$ cat config.mk
export PLATFORM = sky130hd
export DESIGN_NAME = ts_sdt_packet_generator_flat
export DESIGN_NICKNAME = d
export VERILOG_FILES = /design/src/tssdt_pkg.sv /design/src/tssdt_if.sv /design/src/ts_sdt_packet_generator.sv /design/src/flat_wrapper.sv
export SDC_FILE = /design/constraint.sdc
export NUM_CORES = 1
export LEC_CHECK = 0
export ABC_AREA = 1
export ABC_CLOCK_PERIOD_IN_PS = 7150
export BUFFER_PORTS_ARGS = -buffer_cell sky130_fd_sc_hd__buf_4
export CAP_MARGIN = 40
export CORE_ASPECT_RATIO = 1.4
export CORE_MARGIN = 4
export CORE_UTILIZATION = 35
export CTS_BUF_LIST = sky130_fd_sc_hd__clkbuf_4
export CTS_CLUSTER_DIAMETER = 120
export CTS_CLUSTER_SIZE = 40
export DETAILED_ROUTE_END_ITERATION = 7
export PLACE_DENSITY_LB_ADDON = 0.3
export SYNTH_ARGS = -nofsm -noshare
export SYNTH_HDL_FRONTEND = slang
export SYNTH_SLANG_ARGS = --single-unit
$ cat constraint.sdc
create_clock -name clk -period 7.15 [get_ports clk]
set_input_delay 0.3575 -clock clk [delete_from_list [all_inputs] [get_ports clk]]
set_output_delay 0.3575 -clock clk [all_outputs]
set_load 0.005 [all_outputs]
$ cat src/tssdt_pkg.sv
// Shared types, constants and helper functions for the SDT packet generator.
// Depends on nothing; the interfaces and the top level import it.
package tssdt_pkg;

  typedef logic [7:0] byte_t;
  typedef logic [8:0] wide_t;
  typedef logic [31:0] crc_t;

  // Packet geometry
  localparam int unsigned PACKET_BYTES = 188;
  localparam int unsigned POS_W        = $clog2(PACKET_BYTES);
  typedef logic [POS_W-1:0] pos_t;
  localparam pos_t        LAST_POS     = POS_W'(PACKET_BYTES - 1);

  // Section layout
  localparam wide_t STR_START   = 9'd25;
  localparam wide_t CRC_START   = 9'd5;
  localparam wide_t MAX_STRINGS = 9'd158;

  // Header positions whose byte comes from the configured lengths
  localparam pos_t POS_SECTION_LEN = POS_W'(7);
  localparam pos_t POS_LOOP_LEN    = POS_W'(20);
  localparam pos_t POS_DESC_LEN    = POS_W'(22);
  localparam pos_t POS_PROV_LEN    = POS_W'(24);

  localparam byte_t SECTION_LEN_BASE = 8'h16;
  localparam byte_t LOOP_LEN_BASE    = 8'h05;
  localparam byte_t DESC_LEN_BASE    = 8'h03;
  localparam byte_t FILL_BYTE        = 8'hFF;

  // CRC-32/MPEG-2: no reflection, no final xor
  localparam crc_t CRC_POLY = 32'h04C1_1DB7;
  localparam crc_t CRC_INIT = 32'hFFFF_FFFF;

  // Configuration register indexes
  localparam int unsigned CFG_INDEX_W = 8;
  typedef logic [CFG_INDEX_W-1:0] cfg_index_t;
  localparam cfg_index_t REG_PROV_LEN            = 8'd0;
  localparam cfg_index_t REG_SERVICE_NAME_LENGTH = 8'd1;

  // Fixed header bytes 0..24; length placeholders are zero here
  function automatic byte_t head_byte(input logic [4:0] idx);
    byte_t b;
    case (idx)
      5'd0:    b = 8'h47;
      5'd1:    b = 8'h40;
      5'd2:    b = 8'h11;
      5'd3:    b = 8'h10;
      5'd4:    b = 8'h00;
      5'd5:    b = 8'h42;
      5'd6:    b = 8'hF0;
      5'd7:    b = 8'h00;
      5'd8:    b = 8'h00;
      5'd9:    b = 8'h01;
      5'd10:   b = 8'hC1;
      5'd11:   b = 8'h00;
      5'd12:   b = 8'h00;
      5'd13:   b = 8'h00;
      5'd14:   b = 8'h01;
      5'd15:   b = 8'hFF;
      5'd16:   b = 8'h00;
      5'd17:   b = 8'h01;
      5'd18:   b = 8'hFC;
      5'd19:   b = 8'h80;
      5'd20:   b = 8'h00;
      5'd21:   b = 8'h48;
      5'd22:   b = 8'h00;
      5'd23:   b = 8'h01;
      5'd24:   b = 8'h00;
      default: b = FILL_BYTE;
    endcase
    return b;
  endfunction

  // One byte of CRC, MSB first
  function automatic crc_t crc_byte(input crc_t crc_in, input byte_t b);
    crc_t c;
    c = crc_in ^ {b, 24'h0};
    for (int i = 0; i < 8; i++) begin
      if (c[31]) begin
        c = {c[30:0], 1'b0} ^ CRC_POLY;
      end else begin
        c = {c[30:0], 1'b0};
      end
    end
    return c;
  endfunction

endpackage

$ cat src/tssdt_if.sv
// Valid/ready channel interfaces for the SDT packet generator:
// character input, packet byte output and configuration writes. Uses tssdt_pkg.
interface tssdt_char_if import tssdt_pkg::*; ();
  logic  valid;
  logic  ready;
  byte_t char_byte;

  modport source (output valid, output char_byte, input ready);
  modport sink   (input valid, input char_byte, output ready);
endinterface

interface tssdt_byte_if import tssdt_pkg::*; ();
  logic  valid;
  logic  ready;
  byte_t packet_byte;
  byte_t byte_index;
  logic  last_byte;
  logic  wants_char_next;
  logic  length_error;

  modport source (output valid, output packet_byte, output byte_index, output last_byte,
                  output wants_char_next, output length_error, input ready);
  modport sink   (input valid, input packet_byte, input byte_index, input last_byte,
                  input wants_char_next, input length_error, output ready);
endinterface

interface tssdt_cfg_if import tssdt_pkg::*; ();
  logic       valid;
  logic       ready;
  cfg_index_t index;
  byte_t      data;

  modport source (output valid, output index, output data, input ready);
  modport sink   (input valid, input index, input data, output ready);
endinterface

$ cat src/ts_sdt_packet_generator.sv
// SDT transport stream packet generator: one packet byte per character transaction.
// Depends on tssdt_pkg and the channel interfaces in tssdt_if.sv.
//
//   channel  role    payload
//   -------  ------  ---------------------------------------------------------
//   chars    sink    char_byte
//   packet   source  packet_byte, byte_index, last_byte, wants_char_next,
//                    length_error
//   cfg      sink    index, data (0: provider string length, 1: service name length)
//
// One byte per cycle while packet is ready: layout select and bytewise CRC update sit between the
// position/CRC state and the output register, so a byte is registered in the cycle after its character.
// chars is ready whenever the output register is empty or being drained.
// rst (synchronous) clears the lengths, the position and the output valid.
// cfg is always ready; writes to unknown indexes are dropped.
module ts_sdt_packet_generator import tssdt_pkg::*; (
  input  logic        clk,
  input  logic        rst,
  tssdt_cfg_if.sink   cfg,
  tssdt_char_if.sink  chars,
  tssdt_byte_if.source packet
);

  byte_t prov_len;
  byte_t service_name_length;
  pos_t  position;
  crc_t  crc;

  logic  out_valid;
  byte_t out_byte;
  byte_t out_index;
  logic  out_last;
  logic  out_wants;
  logic  out_error;

  logic  accept;
  wide_t sum;
  logic  err;
  pos_t  pos_cur;
  wide_t pos_w;
  wide_t prov_end;
  wide_t crc_pos;
  wide_t crc_off;
  crc_t  crc_cur;
  byte_t byte_next;
  logic  crc_update;
  crc_t  crc_next;
  pos_t  position_next;
  wide_t next_w;
  logic  wants_next;

  assign cfg.ready   = 1'b1;
  assign chars.ready = !out_valid || packet.ready;
  assign accept      = chars.valid && chars.ready;

  always_ff @(posedge clk) begin
    if (rst) begin
      prov_len            <= '0;
      service_name_length <= '0;
    end else if (cfg.valid && cfg.ready) begin
      unique case (cfg.index)
        REG_PROV_LEN:            prov_len            <= cfg.data;
        REG_SERVICE_NAME_LENGTH: service_name_length <= cfg.data;
        default: ;
      endcase
    end
  end

  always_comb begin
    sum      = {1'b0, prov_len} + {1'b0, service_name_length};
    err      = sum > MAX_STRINGS;
    pos_cur  = (position > LAST_POS) ? '0 : position;
    pos_w    = {{(9 - POS_W){1'b0}}, pos_cur};
    prov_end = STR_START + {1'b0, prov_len};
    crc_pos  = prov_end + {1'b0, service_name_length} + 9'd1;
    crc_off  = pos_w - crc_pos;
    // reload the CRC at the start of every packet
    crc_cur  = (pos_cur == '0) ? CRC_INIT : crc;

    if (err) begin
      byte_next = FILL_BYTE;
    end else if (pos_w < STR_START) begin
      if (pos_cur == POS_SECTION_LEN) begin
        byte_next = SECTION_LEN_BASE + sum[7:0];
      end else if (pos_cur == POS_LOOP_LEN) begin
        byte_next = LOOP_LEN_BASE + sum[7:0];
      end else if (pos_cur == POS_DESC_LEN) begin
        byte_next = DESC_LEN_BASE + sum[7:0];
      end else if (pos_cur == POS_PROV_LEN) begin
        byte_next = prov_len;
      end else begin
        byte_next = head_byte(pos_w[4:0]);
      end
    end else if (pos_w < prov_end) begin
      byte_next = chars.char_byte;
    end else if (pos_w == prov_end) begin
      byte_next = service_name_length;
    end else if (pos_w < crc_pos) begin
      byte_next = chars.char_byte;
    end else if (pos_w < crc_pos + 9'd4) begin
      // CRC goes out most significant byte first
      case (crc_off[1:0])
        2'd0:    byte_next = crc_cur[31:24];
        2'd1:    byte_next = crc_cur[23:16];
        2'd2:    byte_next = crc_cur[15:8];
        default: byte_next = crc_cur[7:0];
      endcase
    end else begin
      byte_next = FILL_BYTE;
    end

    crc_update = !err && (pos_w >= CRC_START) && (pos_w < crc_pos);
    crc_next   = crc_update ? crc_byte(crc_cur, byte_next) : crc_cur;

    position_next = (pos_cur == LAST_POS) ? '0 : pos_cur + POS_W'(1);
    next_w        = {{(9 - POS_W){1'b0}}, position_next};
    wants_next    = !err &&
                    (((next_w >= STR_START) && (next_w < prov_end)) ||
                     ((next_w > prov_end) && (next_w < crc_pos)));
  end

  always_ff @(posedge clk) begin
    if (rst) begin
      position <= '0;
      crc      <= CRC_INIT;
    end else if (accept) begin
      position <= position_next;
      crc      <= crc_next;
    end
  end

  always_ff @(posedge clk) begin
    if (rst) begin
      out_valid <= 1'b0;
    end else if (accept) begin
      out_valid <= 1'b1;
    end else if (packet.ready) begin
      out_valid <= 1'b0;
    end
  end

  always_ff @(posedge clk) begin
    if (accept) begin
      out_byte  <= byte_next;
      out_index <= 8'(pos_cur);
      out_last  <= (pos_cur == LAST_POS);
      out_wants <= wants_next;
      out_error <= err;
    end
  end

  assign packet.valid           = out_valid;
  assign packet.packet_byte     = out_byte;
  assign packet.byte_index      = out_index;
  assign packet.last_byte       = out_last;
  assign packet.wants_char_next = out_wants;
  assign packet.length_error    = out_error;

`ifndef SYNTHESIS
  a_position_range: assert property (@(posedge clk) disable iff (rst)
    position <= LAST_POS)
    else $error("position left the packet");

  a_wrap: assert property (@(posedge clk) disable iff (rst)
    accept && position == LAST_POS |=> position == '0)
    else $error("position did not wrap after the last byte");

  a_error_fill: assert property (@(posedge clk) disable iff (rst)
    out_valid && out_error |-> out_byte == FILL_BYTE && !out_wants)
    else $error("length error byte not filled");

  a_last_index: assert property (@(posedge clk) disable iff (rst)
    accept |=> out_last == (out_index == 8'(LAST_POS)))
    else $error("last byte flag disagrees with index");
`endif

endmodule

$ cat src/flat_wrapper.sv
// flat-port wrapper written by rule: the top's interface ports become plain ports
module ts_sdt_packet_generator_flat import tssdt_pkg::*;
  (clk, rst, cfg_valid, cfg_index, cfg_data, cfg_ready, chars_valid, chars_char_byte, chars_ready, packet_valid, packet_packet_byte, packet_byte_index, packet_last_byte, packet_wants_char_next, packet_length_error, packet_ready);
  tssdt_cfg_if cfg_i ();
  tssdt_char_if chars_i ();
  tssdt_byte_if packet_i ();
  input  logic clk;
  input  logic rst;
  input wire logic [$bits(cfg_i.valid)-1:0] cfg_valid;
  input wire logic [$bits(cfg_i.index)-1:0] cfg_index;
  input wire logic [$bits(cfg_i.data)-1:0] cfg_data;
  output wire logic [$bits(cfg_i.ready)-1:0] cfg_ready;
  input wire logic [$bits(chars_i.valid)-1:0] chars_valid;
  input wire logic [$bits(chars_i.char_byte)-1:0] chars_char_byte;
  output wire logic [$bits(chars_i.ready)-1:0] chars_ready;
  output wire logic [$bits(packet_i.valid)-1:0] packet_valid;
  output wire logic [$bits(packet_i.packet_byte)-1:0] packet_packet_byte;
  output wire logic [$bits(packet_i.byte_index)-1:0] packet_byte_index;
  output wire logic [$bits(packet_i.last_byte)-1:0] packet_last_byte;
  output wire logic [$bits(packet_i.wants_char_next)-1:0] packet_wants_char_next;
  output wire logic [$bits(packet_i.length_error)-1:0] packet_length_error;
  input wire logic [$bits(packet_i.ready)-1:0] packet_ready;
  assign cfg_i.valid = cfg_valid;
  assign cfg_i.index = cfg_index;
  assign cfg_i.data = cfg_data;
  assign cfg_ready = cfg_i.ready;
  assign chars_i.valid = chars_valid;
  assign chars_i.char_byte = chars_char_byte;
  assign chars_ready = chars_i.ready;
  assign packet_valid = packet_i.valid;
  assign packet_packet_byte = packet_i.packet_byte;
  assign packet_byte_index = packet_i.byte_index;
  assign packet_last_byte = packet_i.last_byte;
  assign packet_wants_char_next = packet_i.wants_char_next;
  assign packet_length_error = packet_i.length_error;
  assign packet_i.ready = packet_ready;
  ts_sdt_packet_generator u_core (.clk(clk), .rst(rst), .cfg(cfg_i), .chars(chars_i), .packet(packet_i));
endmodule
==> flow_metrics.py <==
metrics = {
    "run_status": {
        "outcome": "completed",
    },
    "finish": {
        "syn_to_final_growth_pct": 9.94,
        "fin_nets": 1519,
        "layout-drive-gt1-share_pct": 13.3,
        "fillers": 2635,
    },
    "routing": {
        "final_antenna_net_count": 0,
        "initialDrtViolationCount": 648,
        "wirelength_mm": 27.9,
        "drc_errors": 0,
        "routed_via_density": 5.22,
        "drt_pass1_iterations": 5,
        "dr_total_vias": 9058,
        "wire_per_inst_um": 16.1,
    },
    "cts": {
        "path_clk_slew_ns": 0.15,
        "htreeDepth": 3,
        "numCtsBuffers": 9,
        "cts_buffer_depth": 2,
        "root_buffer": "clkbuf_4",
        "ctsResizeCount": 0,
        "holdBufCountCts": 0,
        "clk_latency_ns": 0.51,
        "cts_tree": "built",
        "cts_setup_buffers": 0,
        "cts_sinks": 76,
    },
    "sta": {
        "setup_viol": 0,
        "rsz0062_at_grt": "false",
        "tns_ns": 0,
        "skew_ns": 0.0378,
        "finalCriticalPeriod_ns": 5.32,
        "maxSlewViolCount": 0,
        "maxSlewHeadroom_pct": 44.6,
        "post-route-period-util_pct": 74.4,
        "clock.fmax_mhz": 188,
        "hold_viol_final": 0,
        "tightest_slew_ns": 0.826,
    },
    "power": {
        "power_mw": 1.77,
        "ir_drop_uv": 84.0,
        "p_leak_nw": 4.88,
        "power.density_nw_per_um2": 189,
    },
    "floorplanning": {
        "num_io_pins": 51,
        "core_area_sq_um": 23900,
        "die_x_um": 140,
        "start_util_pct": 35.5,
        "die_area_sq_um": 26800,
        "fp-row-count": 67,
        "die_y_um": 192,
    },
    "worst_setup_path": {
        "ff2ff_path_depth": 30,
        "critPathCaptureType": "flip-flop",
        "crit_type": "flip-flop to flip-flop",
        "ff2ff_setup_slack_ns": 1.83,
        "worstPathRequired_ns": 7.60,
        "crit_family": "simple AND/OR/NAND/NOR gates",
        "critPathBufInv": 7,
        "cp_slowest_cell": "clkinv_1",
        "start_kind": "flip-flop",
        "rr_endpoint": "u_core.crc[2]",
        "r2r-start": "u_core.prov_len[1]",
        "worstPathMaxFanout": 38,
        "worst_path_largest_cell_delay_ns": 0.78,
        "crit_top_cell": "nand2_1",
        "arrival_ns": 5.77,
    },
    "synthesis": {
        "syn_nets": 1481,
        "ys_warn_count": 0,
        "synth_edf_count": 19,
        "synth_commonest_cells": "nand2_1, inv_1, nand3_1, nor2_1, a21oi_1",
        "yosysTopAreaCellShare_pct": 18.7,
        "yosysSeqAreaShare_pct": 20.2,
        "async_reset_ff_share_pct": 0,
        "synth_top_cell_by_area": "nand2_1",
        "synth-seq-cells": 76,
        "synth_most_common_cell": "nand2_1",
        "netlist_top_cells_area": "nand2_1, dfxtp_1, ha_1",
        "syn_inst": 1382,
        "synth_area_per_cell_sq_um": 6.14,
        "ys.flop_type": "dfxtp_1",
        "synth_area_sq_um": 8490,
        "ys_types": 56,
    },
    "global_routing": {
        "grt-ovfl-total": 0,
        "grt_util_all_layers_pct": 20.7,
        "antenna_found_initial": 1,
        "grt_max_degree": 45,
        "grt_pass1_vias": 8781,
        "grt_first_pass_wirelength_mm": 44.6,
    },
    "place": {
        "io_buffer_count": 49,
        "globalplace.congestion": 0.942,
        "hpwl_mm": 22.3,
    },
    "hold_path": {
        "hold_class": "input port to flip-flop",
        "hold-path-cell-count": 3,
        "min_to": "u_core.service_name_length[1]",
        "hold_start": "cfg_data[1]",
    },
    "job": {
        "drv_cap": 0,
    },
}
==> worst max path at each step <==
stage	start	to	slack (ns)	depth (start not counted)
detailed placement	u_core.prov_len[1]	u_core.crc[2]	1.87	30
CTS	u_core.prov_len[1]	u_core.crc[12]	1.85	30
global route	u_core.prov_len[1]	u_core.crc[12]	1.20	31
global placement	u_core.prov_len[1]	u_core.crc[2]	2.01	30
finish	u_core.prov_len[1]	u_core.crc[2]	1.83	30
floorplan	u_core.prov_len[1]	u_core.crc[2]	3.06	37
==> tightest hold or removal path: stages <==
cell     delay [ns]
buf_4          0.08
o21ai_0        0.07
nor2_1         0.08
==> kinds of logic after synthesis <==
kind of cell	count (synthesis)	share of synthesized area [%]
other cells	1	0.0442
fa+ha+maj	70	10.5
flops	76	20.2
xor+xnor	36	3.89
compound gates	217	14.4
simple gates	771	41.3
buf+inv	211	9.67
==> cell usage in the layout (no fill, tap or decap), types with 16 or more instances in the layout <==
cell / n
nor2_1: 101
a21oi_1: 95
nand2_2: 53
buf_4: 52
dfxtp_1: 57
nand4_1: 21
xor2_1: 29
o21ai_1: 16
ha_1: 68
nand2_1: 423
o21ai_0: 62
nand3_1: 117
o211ai_1: 20
inv_2: 22
edfxtp_1: 19
inv_1: 159
==> per-layer routing <==
metal	vias to the layer above	track usage (%)	share of wire (%)
met2	268	40.3	53
li1	4587	-	-
met4	0	9.92	4.3
met1	4118	21.7	38
met3	85	3.05	4.6
met5	-	0	0
==> stage by stage <==
stage          setup WS (ns)  utilization [%]  cells  cell area (sq um)  hold WS, ns
2_1_floorplan           3.06                -   1382               8490        0.440
3_3_place_gp            2.01             38.3   1717               9140        0.451
3_5_place_dp            1.87             38.5   1719               9190        0.453
4_1_cts                 1.85             39.0   1735               9330       0.0838
5_1_grt                 1.20             39.1   1736               9330       0.0971
6_report                1.83             39.1   1736               9330        0.115
==> final cells by class <==
cell class,instances,area [sq um],share of cell area (%)
clock inverter,7,72.6,0.778
inverter,184,691,7.40
multi-input combinational,1095,5960,63.9
sequential,76,1710,18.3
antenna,1,2.50,0.0268
tap,310,388,4.16
timing repair buffer,54,438,4.69
clock buffer,9,67.6,0.724
==> state kept, by name, indices dropped and copies added (netlist names), 8 cells and up <==
register	cells
u_core.crc	32
u_core.packet.byte_index	8
u_core.packet.packet_byte	8
u_core.position	8
u_core.prov_len	8
u_core.service_name_length	8
==> report_power, final <==
| group | internal [mW] | total, mW | switching, mW |
|---|---|---|---|
| clock | 0.108 | 0.292 | 0.184 |
| combinational | 0.310 | 0.971 | 0.661 |
| sequential | 0.484 | 0.502 | 0.0188 |
| total | 0.902 | 1.77 | 0.864 |
Power figures use the tool's default switching activity.
